$ cat src/hdl/nkes_pkg.sv
// nkes_pkg: shared types and constants for the nearest-entity selector
// holds command/result word layouts, config register indexes and operation codes
// no dependencies
`default_nettype none

package nkes_pkg;

	localparam int COORD_W     = 16;
	localparam int ID_W        = 11;
	localparam int KEY_W       = 36;
	localparam int CNT_W       = 9;
	localparam int SLOT_W      = 8;
	localparam int OP_W        = 2;
	localparam int ABS_W       = 17;
	localparam int CFG_IDX_W   = 2;
	localparam int CFG_DATA_W  = 16;

	localparam int MAX_ENTRIES_DEF = 256;

	localparam logic [CNT_W-1:0] CAPACITY_RST = 9'd64;

	// operation codes
	localparam logic [OP_W-1:0] OP_CLEAR  = 2'd0;
	localparam logic [OP_W-1:0] OP_OFFER  = 2'd1;
	localparam logic [OP_W-1:0] OP_READ   = 2'd2;
	localparam logic [OP_W-1:0] OP_UNUSED = 2'd3;

	// configuration register indexes
	localparam logic [CFG_IDX_W-1:0] CFG_CAPACITY = 2'd0;
	localparam logic [CFG_IDX_W-1:0] CFG_VIEWER_X = 2'd1;
	localparam logic [CFG_IDX_W-1:0] CFG_VIEWER_Y = 2'd2;
	localparam logic [CFG_IDX_W-1:0] CFG_VIEWER_Z = 2'd3;

	typedef struct packed {
		logic [OP_W-1:0]           operation;
		logic [ID_W-1:0]           entity_id;
		logic signed [COORD_W-1:0] box_min_x;
		logic signed [COORD_W-1:0] box_min_y;
		logic signed [COORD_W-1:0] box_min_z;
		logic signed [COORD_W-1:0] box_max_x;
		logic signed [COORD_W-1:0] box_max_y;
		logic signed [COORD_W-1:0] box_max_z;
		logic [SLOT_W-1:0]         slot;
	} cmd_t;

	typedef struct packed {
		logic             kept;
		logic             evicted_valid;
		logic [ID_W-1:0]  evicted_id;
		logic [CNT_W-1:0] entry_count;
		logic             slot_valid;
		logic [ID_W-1:0]  slot_id;
	} result_t;

	typedef struct packed {
		logic signed [COORD_W-1:0] x;
		logic signed [COORD_W-1:0] y;
		logic signed [COORD_W-1:0] z;
	} viewer_t;

	typedef struct packed {
		logic [ID_W-1:0]  id;
		logic [KEY_W-1:0] key;
	} entry_t;

endpackage

`default_nettype wire

$ cat src/hdl/nkes_key_unit.sv
// nkes_key_unit: distance key of one offered box, one axis at a time
// one abs-difference step and one shared 17x17 square-accumulate step per axis
// depends on nkes_pkg
`default_nettype none

module nkes_key_unit
	import nkes_pkg::*;
(
	input  wire logic             clk,
	input  wire logic             arst_n,
	input  wire logic             go,
	input  wire viewer_t          viewer,
	input  wire cmd_t             cmd,
	output logic                  done,
	output logic [KEY_W-1:0]      key
);

	localparam logic [1:0] AXIS_X = 2'd0;
	localparam logic [1:0] AXIS_Y = 2'd1;
	localparam logic [1:0] AXIS_Z = 2'd2;

	logic                run_q;
	logic                mul_q;
	logic                done_q;
	logic [1:0]          axis_q;
	logic [ABS_W-1:0]    absd_q;
	logic [KEY_W-1:0]    acc_q;

	logic [COORD_W-1:0]  v;
	logic [COORD_W-1:0]  lo;
	logic [COORD_W-1:0]  hi;
	logic [COORD_W+2:0]  twice;
	logic [COORD_W+2:0]  sum;
	logic [COORD_W+2:0]  diff;
	logic [COORD_W+2:0]  neg;
	logic [ABS_W-1:0]    absd;
	logic [2*ABS_W-1:0]  sq;

	always_comb begin
		unique case (axis_q)
			AXIS_X: begin
				v  = viewer.x;
				lo = cmd.box_min_x;
				hi = cmd.box_max_x;
			end
			AXIS_Y: begin
				v  = viewer.y;
				lo = cmd.box_min_y;
				hi = cmd.box_max_y;
			end
			default: begin
				v  = viewer.z;
				lo = cmd.box_min_z;
				hi = cmd.box_max_z;
			end
		endcase
	end

	// 2*viewer - (min+max), at most 131070 in magnitude
	assign twice = {{2{v[COORD_W-1]}}, v, 1'b0};
	assign sum   = {{3{lo[COORD_W-1]}}, lo} + {{3{hi[COORD_W-1]}}, hi};
	assign diff  = twice - sum;
	assign neg   = -diff;
	assign absd  = diff[COORD_W+2] ? neg[ABS_W-1:0] : diff[ABS_W-1:0];
	assign sq    = absd_q * absd_q;

	always_ff @(posedge clk or negedge arst_n) begin
		if (!arst_n) begin
			run_q  <= 1'b0;
			mul_q  <= 1'b0;
			done_q <= 1'b0;
			axis_q <= AXIS_X;
		end else begin
			done_q <= 1'b0;
			if (go) begin
				run_q  <= 1'b1;
				mul_q  <= 1'b0;
				axis_q <= AXIS_X;
			end else if (run_q) begin
				mul_q <= !mul_q;
				if (mul_q) begin
					if (axis_q == AXIS_Z) begin
						run_q  <= 1'b0;
						done_q <= 1'b1;
					end else begin
						axis_q <= axis_q + 2'd1;
					end
				end
			end
		end
	end

	always_ff @(posedge clk) begin
		if (go) begin
			acc_q <= '0;
		end else if (run_q) begin
			if (mul_q) begin
				acc_q <= acc_q + KEY_W'(sq);
			end else begin
				absd_q <= absd;
			end
		end
	end

	assign done = done_q;
	assign key  = acc_q;

endmodule

`default_nettype wire

$ cat config.mk
export PLATFORM = sky130hd
export DESIGN_NAME = nkes_key_unit
export DESIGN_NICKNAME = d
export VERILOG_FILES = /design/src/hdl/nkes_pkg.sv /design/src/hdl/nkes_key_unit.sv
export SDC_FILE = /design/constraint.sdc
export NUM_CORES = 1
export LEC_CHECK = 0
export ABC_AREA = 1
export BUFFER_PORTS_ARGS = -buffer_cell sky130_fd_sc_hd__clkbuf_2
export CORE_MARGIN = 2
export CORE_UTILIZATION = 30
export CTS_CLUSTER_DIAMETER = 50
export DETAILED_ROUTE_END_ITERATION = 10
export MAX_ROUTING_LAYER = met4
export PLACE_DENSITY_LB_ADDON = 0.12
export SYNTH_ARGS = -nofsm -noshare
export SYNTH_HDL_FRONTEND = slang
export SYNTH_SLANG_ARGS = --single-unit
$ cat constraint.sdc
create_clock -name clk -period 6.8 [get_ports clk]
set_input_delay 1.36 -clock clk [delete_from_list [all_inputs] [get_ports clk]]
set_output_delay 1.36 -clock clk [all_outputs]
set_load 0.1 [all_outputs]
==> impl_metrics.json, run 1 <==
{
  "dr_wl_cell_um": 14.7,
  "dieHeight_um": 222,
  "clockRootBuffer": "sky130_fd_sc_hd__clkbuf_16",
  "cts-htree-levels": 3,
  "postSynthAreaPerCell_um2": 7.43,
  "postRouteAntennaNets": 0,
  "arrival_ns": 6.59,
  "synthesis.area_um2": 14300,
  "syn-instance-count": 1924,
  "placement.io_buffers": 183,
  "clock_skew_ns": 0.00853,
  "synth.yosys.warnings": 0,
  "die-area_um2": 49400,
  "critical_path_type": "reg -> reg",
  "grt_antenna_before_repair": 0,
  "path_cells": "buf_4 > inv_1 > fa_1 > inv_1 > fa_1 > fa_1 > fa_1 > fa_1 > inv_1 > fa_1 > inv_1 > ha_1 > nand2_1 > nor2_1 > nand2_1 > o21ai_0 > a21oi_1 > xnor2_1 > o21ai_0 > inv_1",
  "critical_path.n_buffers_inverters": 6,
  "critical-path-top-delay-family": "adder cells",
  "worst_setup_path_start_kind": "flop",
  "timing.reg2reg.setup_slack_ns": 0.45,
  "critPathSlowestCell": "sky130_fd_sc_hd__edfxtp_1",
  "cts.path.max_buffers": 2,
  "drt_pass1_iterations": 5,
  "via_count": 12100,
  "grt_pass1_vias": 12700,
  "maxCapViolCount": 0,
  "ys_top_cells_by_area": "sky130_fd_sc_hd__fa_1 33%, sky130_fd_sc_hd__inv_1 14%, sky130_fd_sc_hd__ha_1 12%",
  "postSynthNetCount": 2467,
  "crit_path_max_fanout": 9,
  "period_share_pct": 93.3,
  "clk_transition_reported_paths_ns": 0.06,
  "synth-edff-count": 17,
  "synth_top_area_share_pct": 33.3,
  "timing.max_slew.rel_slack_pct": 31.2,
  "largest_net_degree_at_the_start_of_global_routing": 49,
  "hold_viol_final": 0,
  "routed_wl_mm": 39.8,
  "antenna_cells_inserted": 0,
  "postCtsSetupRepairBufs": 0,
  "final_max_slew_viol_count": 0,
  "worst_slew_pin_slew_ns": 1.03,
  "ctsHoldBuffers": 0,
  "detail_route.vias_per_cell": 4.47,
  "synth_top_cell_by_area": "sky130_fd_sc_hd__fa_1",
  "multi_input_comb_area_um2": 10700,
  "nNetsFinal": 2629,
  "outcome": "completed",
  "io_pins": 205,
  "core_region_area_um2": 46800,
  "remaining_drc_errors": 0,
  "clock_insertion_delay_worst_skew_ns": 0.35,
  "first_iter_violations": 569,
  "fin_setup_tns_ns": 0,
  "hold_slack_ns": 0.495,
  "layout.filler_cells": 5015,
  "grt_setup_unrepaired": "no",
  "sort_of_element_at_the_end_of_the_critical_path": "flop",
  "crit_path_max_cell_delay_ns": 0.77,
  "grt-ovfl-total": 0,
  "critical_path_required_ns": 7.04,
  "hpwlAfterDp_mm": 34.4,
  "grtUsageTotal_pct": 17.5,
  "ys.flop_type": "sky130_fd_sc_hd__dfxtp_1",
  "initial_core_util_pct": 30.6,
  "grt_first_pass_wirelength_mm": 66.6,
  "tritoncts_clock_tree": "built",
  "post_cts.resized_instances": 0,
  "fraction_of_registers_with_async_set_reset_pct": 8.62,
  "numClockSinks": 58,
  "layout-drive-gt1-share_pct": 11.8,
  "routability_congestion_estimate_from_global_placement": 0.870,
  "cts_buffers": 9,
  "number_of_cell_rows": 79,
  "flow.area_growth_from_synthesis_pct": 14.1,
  "die_width_um": 222,
  "cell_type_with_the_highest_occurrence_count_on_the_critical_path": "sky130_fd_sc_hd__fa_1",
  "postSynthRegisterBits": 58,
  "hold_class": "reg -> reg",
  "proportion_of_synthesized_chip_area_in_sequential_cells_pct": 9.49,
  "sequential_area_um2": 1360,
  "setup_viol": 0,
  "fmax_mhz": 158,
  "yosysUniqueCellTypes": 43,
  "clock_period_minus_final_worst_setup_slack_ns": 6.35
}
flip-flops by register name (all words and copies together) (netlist names):
name and flops:
absd_q 17, mul_q 1, run_q 1, axis_q 2, key 36, done 1
worst min-delay path: cells and delay by family (launching register included):
kind,cells,cell delay [ns]
AO/OA/AOI/OAI,1,0.06
flip-flops,1,0.32
AND/OR/NAND/NOR,1,0.07
layout make-up:
class	instances	area share, %
inverters	540	12.4
multi-input cells	1263	65.4
repair buffers	214	7.04
flip-flops and latches	58	8.31
well taps	607	4.65
clock inverters	3	0.422
clock buffers	13	1.73
cells by family after synthesis:
logic type / count (synthesis) / synth area share [%]
AOI/OAI and AO/OA: 210 / 8.44
xor gates and xnor gates: 48 / 2.99
adders and majority gates: 375 / 45.3
buffers and inverters: 603 / 15.9
DFF: 58 / 9.49
and+or+nand+nor: 630 / 17.9
metal layers:
metal  vias to the layer above  part of all wire [%]  track usage [%]
met4                         0                   1.7             3.47
met1                      5840                    48             23.1
met5                         -                     0                -
met3                        40                   2.7             2.29
met2                       150                    48             28.7
li1                       6034                     -                -
synth_stat cells, types with 2 or more instances:
library cell	number
sky130_fd_sc_hd__inv_1	538
sky130_fd_sc_hd__nand2_1	411
sky130_fd_sc_hd__fa_1	238
sky130_fd_sc_hd__ha_1	137
sky130_fd_sc_hd__nor2_1	108
sky130_fd_sc_hd__a21oi_1	93
sky130_fd_sc_hd__nand3_1	69
sky130_fd_sc_hd__o21ai_0	62
sky130_fd_sc_hd__clkbuf_1	54
sky130_fd_sc_hd__dfxtp_1	36
sky130_fd_sc_hd__xor2_1	33
sky130_fd_sc_hd__a22o_1	17
sky130_fd_sc_hd__edfxtp_1	17
sky130_fd_sc_hd__xnor2_1	14
sky130_fd_sc_hd__a22oi_1	13
sky130_fd_sc_hd__nor3_1	11
sky130_fd_sc_hd__nand4_1	8
sky130_fd_sc_hd__buf_1	7
sky130_fd_sc_hd__o21bai_1	7
sky130_fd_sc_hd__dfrtp_1	5
sky130_fd_sc_hd__nand3b_1	5
sky130_fd_sc_hd__nand2_2	4
sky130_fd_sc_hd__nor2_2	4
sky130_fd_sc_hd__a21o_1	3
sky130_fd_sc_hd__a31oi_1	3
sky130_fd_sc_hd__o21a_1	3
sky130_fd_sc_hd__and2_1	2
sky130_fd_sc_hd__inv_2	2
sky130_fd_sc_hd__nand2b_1	2
sky130_fd_sc_hd__nor4_1	2
sky130_fd_sc_hd__o211ai_1	2
sky130_fd_sc_hd__o21ai_1	2
sky130_fd_sc_hd__o31ai_1	2
cell usage in the layout, fill, tap and decap left out, types with 3 or more instances in the layout:
master	synthesis	routed
sky130_fd_sc_hd__nand4_1	8	8
sky130_fd_sc_hd__o21ai_0	62	62
sky130_fd_sc_hd__a22o_1	17	17
sky130_fd_sc_hd__nor2_2	4	3
sky130_fd_sc_hd__xor2_1	33	33
sky130_fd_sc_hd__clkbuf_16	0	10
sky130_fd_sc_hd__a21o_1	3	3
sky130_fd_sc_hd__nand2_1	411	411
sky130_fd_sc_hd__clkbuf_2	0	183
sky130_fd_sc_hd__dfrtp_1	5	5
sky130_fd_sc_hd__o21bai_1	7	7
sky130_fd_sc_hd__buf_4	1	31
sky130_fd_sc_hd__nor3_1	11	11
sky130_fd_sc_hd__a31oi_1	3	3
sky130_fd_sc_hd__a21oi_1	93	93
sky130_fd_sc_hd__edfxtp_1	17	17
sky130_fd_sc_hd__nand2_2	4	4
sky130_fd_sc_hd__inv_1	538	538
sky130_fd_sc_hd__nor2_1	108	108
sky130_fd_sc_hd__o21a_1	3	3
sky130_fd_sc_hd__dfxtp_1	36	36
sky130_fd_sc_hd__nand3_1	69	69
sky130_fd_sc_hd__a22oi_1	13	13
sky130_fd_sc_hd__xnor2_1	14	14
sky130_fd_sc_hd__fa_1	238	238
sky130_fd_sc_hd__nand3b_1	5	5
sky130_fd_sc_hd__ha_1	137	135
through the flow:
stage	util, %	instances	cell area (µm²)	setup WS, ns
global route	34.9	2698	16300	0.103
detailed placement	34.2	2682	16000	0.485
finish	34.9	2698	16300	0.453
global placement	34.2	2682	16000	0.411
CTS	34.9	2698	16300	0.397
floorplan	-	1924	14300	1.15
path summary, 6_finish.rpt:
check / from / end / depth (start not counted)
setup / recovery: absd_q[8] / key[21] / 20
hold / removal: key[35] / key[35] / 2
setup reg to reg: absd_q[8] / key[21] / 20
hold reg to reg: key[35] / key[35] / 2
max in group asynchronous: arst_n / run_q / 1
min in group asynchronous: arst_n / done / 1
Power of run 1 is left out: the tool's default activity adds up to more than one toggle a clock period on the data nets, which glitch-free logic cannot reach.
==> run 2: changes to the inputs <==
- PLACE_DENSITY_LB_ADDON: 0.12 -> default
==> run 2 against run 1 <==
Utilization decreased by 0.25 points. Worst hold slack improved by 0.023 ns. Die area unchanged. Worst setup slack improved by 0.12 ns. Wire length decreased by 5.3%. Design area decreased by 0.71%. Sequential cell count unchanged. Critical path type unchanged.
==> impl_metrics.json, run 2 (synthesis gave the netlist of run 1 again) <==
{
  "nNetsFinal": 2615,
  "startpoint": "absd_q[12]",
  "final_max_slew_viol_count": 0,
  "hpwlAfterDp_mm": 32.3,
  "dieHeight_um": 222,
  "numClockSinks": 58,
  "critical_path_type": "reg -> reg",
  "remaining_drc_errors": 0,
  "most_common_cell_after_layout_fill_and_taps_aside": "sky130_fd_sc_hd__inv_1",
  "core_region_area_um2": 46800,
  "routed_wl_mm": 37.6,
  "busiest_layer": "met2",
  "path_cells": "nand2_1 > fa_1 > inv_1 > fa_1 > inv_1 > fa_1 > inv_1 > fa_1 > fa_1 > inv_1 > fa_1 > inv_1 > ha_1 > a21oi_1 > o21ai_0 > a21oi_1 > nand3_1 > a21oi_1 > xor2_1 > a21oi_1",
  "grt_antenna_before_repair": 0,
  "worst_setup_path_start_kind": "flop",
  "grt_use_met2_pct": 29.1,
  "period_share_pct": 91.6,
  "worst_slew_pin_slew_ns": 0.976,
  "grt_setup_unrepaired": "no",
  "grt_first_pass_wirelength_mm": 63.9,
  "clockRootBuffer": "sky130_fd_sc_hd__clkbuf_16",
  "arrival_ns": 6.45,
  "timing.max_slew.rel_slack_pct": 34.8,
  "initial_core_util_pct": 30.6,
  "grtUsageTotal_pct": 16.5,
  "critPathSlowestCell": "sky130_fd_sc_hd__edfxtp_1",
  "clock_period_minus_final_worst_setup_slack_ns": 6.23,
  "hold_viol_final": 0,
  "clock_skew_ns": 0.0143,
  "tritoncts_clock_tree": "built",
  "grt-ovfl-total": 0,
  "postRouteAntennaNets": 0,
  "clk_transition_reported_paths_ns": 0.07,
  "largest_net_degree_at_the_start_of_global_routing": 50,
  "flow.area_growth_from_synthesis_pct": 13.3,
  "antenna_cells_inserted": 0,
  "dr_wl_cell_um": 14.0,
  "ctsHoldBuffers": 0,
  "outcome": "completed",
  "first_iter_violations": 614,
  "crit_path_max_cell_delay_ns": 0.87,
  "cts-htree-levels": 3,
  "final_core_utilization_pct": 34.7,
  "sort_of_element_at_the_end_of_the_critical_path": "flop",
  "clock_insertion_delay_worst_skew_ns": 0.36,
  "placement.io_buffers": 183,
  "fin_setup_tns_ns": 0,
  "hold_class": "reg -> reg",
  "postCtsSetupRepairBufs": 0,
  "routability_congestion_estimate_from_global_placement": 0.869,
  "r2r_start": "absd_q[12]",
  "hold_slack_ns": 0.518,
  "min_from": "key[1]",
  "cts_buffers": 9,
  "die-area_um2": 49400,
  "number_of_cell_rows": 79,
  "maxCapViolCount": 0,
  "die_width_um": 222,
  "layout-drive-gt1-share_pct": 11.2,
  "drt_pass1_iterations": 5,
  "crit_path_max_fanout": 18,
  "layout.cells.most_common_list": "538 x sky130_fd_sc_hd__inv_1, 411 x sky130_fd_sc_hd__nand2_1, 238 x sky130_fd_sc_hd__fa_1",
  "critical_path_required_ns": 7.03,
  "post_cts.resized_instances": 0,
  "io_pins": 205,
  "cell_type_with_the_highest_occurrence_count_on_the_critical_path": "sky130_fd_sc_hd__fa_1",
  "detail_route.vias_per_cell": 4.54,
  "grtUsageMet1_pct": 19.9,
  "cts.path.max_buffers": 2,
  "via_count": 12200,
  "fmax_mhz": 161,
  "largest_reg_flops": 36,
  "grt_pass1_vias": 13100,
  "grt_use_met3_pct": 2.18,
  "setup_viol": 0
}
run 2: changes by cell type in the layout (fill, tap and decap cells not counted):
cell	before	now
sky130_fd_sc_hd__buf_4	31	17
sky130_fd_sc_hd__clkbuf_1	1	0
sky130_fd_sc_hd__clkbuf_16	10	11
sky130_fd_sc_hd__clkbuf_8	2	0
sky130_fd_sc_hd__inv_6	0	2
sky130_fd_sc_hd__clkinvlp_4	0	1
sky130_fd_sc_hd__bufinv_16	2	1
run 2: worst paths after layout:
kind                             end  slack, ns  depth (start not counted)
min reg2reg                   key[1]       0.52                          2
min                           key[1]       0.52                          2
max reg2reg                  key[32]       0.57                         20
max                          key[32]       0.57                         20
max in group asynchronous  axis_q[1]       5.85                          1
min in group asynchronous  axis_q[0]       0.81                          1
run 2: critical path, delay by kind of cell, from the launching register on:
kind / cells / cell delay [ns]
AOI/OAI and AO/OA: 5 / 0.87
xor gates and xnor gates: 1 / 0.21
and+or+nand+nor: 2 / 0.50
DFF: 1 / 0.87
buffers and inverters: 5 / 0.25
adders and majority gates: 7 / 3.36
run 2: final cells by class:
type	instances	area, µm²
flip-flops and latches	58	1360
clock buffers	11	275
well taps	607	759
repair buffers	200	1040
multi-input cells	1263	10700
fillers	4972	30600
inverters	540	2030
clock inverters	5	63.8
run 2: metrics by stage:
stage | area (µm²) | setup slack, ns | std cells
after floorplan | 14300 | 1.15 | 1924
after global placement | 15900 | 0.672 | 2668
after detailed placement | 15900 | 0.631 | 2668
after CTS | 16200 | 0.607 | 2684
after global routing | 16200 | 0.161 | 2684
final | 16200 | 0.574 | 2684
run 2: metal layers:
layer / vias to the layer above / share of wire [%]
li1: 6008 / -
met1: 5877 / 44
met2: 262 / 49
met3: 41 / 4.2
met4: 0 / 2.4
met5: - / 0
Power of run 2 is left out for the same reason.
==> run 3: changes to the inputs <==
- GPL_TIMING_DRIVEN: default -> 0
==> run 3 against run 2 <==
Clock skew shrank 0.0050 ns. Clock-buffer cell count is the same. Utilization grew 0.21 points. Largest cell class unchanged. Die area is the same. Non-clock buffer count grew 36. Design area grew 0.60%. Worst setup slack lost 0.23 ns. Highest routed layer unchanged. Register-to-register slack lost 0.23 ns. First-iteration DRC count grew 35%.
==> impl_metrics.json, run 3 (synthesis gave the netlist of run 1 again) <==
{
  "antenna_cells_inserted": 0,
  "dr_wl_cell_um": 15.7,
  "period_share_pct": 94.9,
  "cts_buffers": 9,
  "die-area_um2": 49400,
  "clockRootBuffer": "sky130_fd_sc_hd__clkbuf_16",
  "crit_path_max_fanout": 10,
  "startpoint": "absd_q[7]",
  "grt_pass1_vias": 13700,
  "tritoncts_clock_tree": "built",
  "critical_path.endpoint": "key[30]",
  "die_width_um": 222,
  "largest_net_degree_at_the_start_of_global_routing": 18,
  "core_region_area_um2": 46800,
  "critical_path_type": "reg -> reg",
  "post-place-ws_ns": -0.328,
  "routability_congestion_estimate_from_global_placement": 0.937,
  "clk_transition_reported_paths_ns": 0.06,
  "worst_setup_path_start_kind": "flop",
  "grtUsageTotal_pct": 18.6,
  "grt_antenna_before_repair": 0,
  "min_from": "key[0]",
  "timing.reg2reg.setup_slack_ns": 0.35,
  "flow.area_growth_from_synthesis_pct": 14.0,
  "worstReg2RegEnd": "key[30]",
  "layout.cells.most_common_list": "538 x sky130_fd_sc_hd__inv_1, 411 x sky130_fd_sc_hd__nand2_1, 238 x sky130_fd_sc_hd__fa_1",
  "hold_viol_final": 0,
  "hold_slack_ns": 0.515,
  "timing.max_slew.rel_slack_pct": 37.1,
  "clock_period_minus_final_worst_setup_slack_ns": 6.45,
  "ff2ff_path_depth": 23,
  "routed_wl_mm": 42.7,
  "clock_insertion_delay_worst_skew_ns": 0.35,
  "detail_route.vias_per_cell": 4.65,
  "minimum_setup_slack_in_the_final_design_ns": 0.349,
  "critical_path_required_ns": 7.02,
  "cts.path.max_buffers": 2,
  "arrival_ns": 6.67,
  "postCtsSetupRepairBufs": 0,
  "ctsHoldBuffers": 0,
  "post_layout_nonfiller_instances": 2720,
  "outcome": "completed",
  "maxCapViolCount": 0,
  "largest_reg_flops": 36,
  "drt_pass1_iterations": 5,
  "grt_setup_unrepaired": "no",
  "setup_viol": 0,
  "nNetsFinal": 2651,
  "placed_cells_incl_taps": 2713,
  "most_common_cell_after_layout_fill_and_taps_aside": "sky130_fd_sc_hd__inv_1",
  "final_max_slew_viol_count": 0,
  "number_of_cell_rows": 79,
  "grt_first_pass_wirelength_mm": 70.2,
  "first_iter_violations": 826,
  "layout-drive-gt1-share_pct": 11.3,
  "clock_skew_ns": 0.00925,
  "placement.io_buffers": 182,
  "fmax_mhz": 155,
  "r2r_start": "absd_q[7]",
  "grt-ovfl-total": 0,
  "initial_core_util_pct": 30.6,
  "sort_of_element_at_the_end_of_the_critical_path": "flop",
  "fin_setup_tns_ns": 0,
  "remaining_drc_errors": 0,
  "hold_class": "reg -> reg",
  "postRouteAntennaNets": 0,
  "worst_slew_pin_slew_ns": 0.944,
  "via_count": 12700,
  "dieHeight_um": 222,
  "numClockSinks": 58,
  "hpwlAfterDp_mm": 37.5,
  "cts-htree-levels": 3,
  "io_pins": 205
}
[run 3: cell types whose count changed in the layout (fill, tap and decap cells not counted), sizes merged]
cell	change
buf	-7
clkbuf	+43
bufinv	+1
clkinvlp	+1
inv	-2
[run 3: what timing repair did]
item                       CTS  global route
gates resized for setup     14            29
setup endpoints to repair   10            17
pin swaps                    0             0
[run 3: how the worst min path moves through the flow]
stage                     endpoint  slack [ns]  depth (start not counted)
after global placement      key[1]        0.50                          2
final                       key[0]        0.51                          2
after global routing        key[2]        0.56                          2
after floorplan              run_q        0.50                          1
after CTS                   key[0]        0.52                          2
after detailed placement    key[0]        0.51                          2
[run 3: routing by layer]
metal	up-vias	wire length [µm]	GRT usage, %
li1	6087	-	-
met5	-	0	-
met3	67	2600	2.88
met2	370	20600	31.6
met4	0	1410	5.78
met1	6128	18100	22.6
[run 3: per-stage QoR]
stage          instance area [µm²]  util [%]
5_1_grt                      16300      34.9
6_report                     16300      34.9
4_1_cts                      16300      34.9
2_1_floorplan                14300         -
3_5_place_dp                 16000      34.2
3_3_place_gp                 16000      34.2
[run 3: layout make-up]
cell class                 count  area [µm²]
buffer                        54         249
clock buffer                  11         233
clock inverter                 5        78.8
fill                        5024       30500
inverter                     540        2030
multi-input combinational   1263       10700
sequential                    58        1360
tap                          607         759
timing repair buffer         182         911
[run 3: worst max-delay path, cell delays in order, from the launching register on]
cell and delay, ns:
sky130_fd_sc_hd__edfxtp_1 0.46, sky130_fd_sc_hd__clkbuf_2 0.29, sky130_fd_sc_hd__clkbuf_4 0.29, sky130_fd_sc_hd__nand2_1 0.10
sky130_fd_sc_hd__fa_1 0.60, sky130_fd_sc_hd__inv_1 0.07, sky130_fd_sc_hd__fa_1 0.51, sky130_fd_sc_hd__inv_1 0.06
sky130_fd_sc_hd__fa_1 0.54, sky130_fd_sc_hd__inv_1 0.05, sky130_fd_sc_hd__fa_1 0.39, sky130_fd_sc_hd__fa_1 0.52
sky130_fd_sc_hd__inv_1 0.05, sky130_fd_sc_hd__fa_1 0.48, sky130_fd_sc_hd__inv_1 0.04, sky130_fd_sc_hd__ha_1 0.39
sky130_fd_sc_hd__nand2_1 0.14, sky130_fd_sc_hd__o21ai_0 0.39, sky130_fd_sc_hd__a21oi_1 0.12, sky130_fd_sc_hd__nand2b_1 0.20
sky130_fd_sc_hd__nand4_1 0.11, sky130_fd_sc_hd__nand2_1 0.05, sky130_fd_sc_hd__o21ai_0 0.39, sky130_fd_sc_hd__inv_1 0.08
Power of run 3 is left out for the same reason.
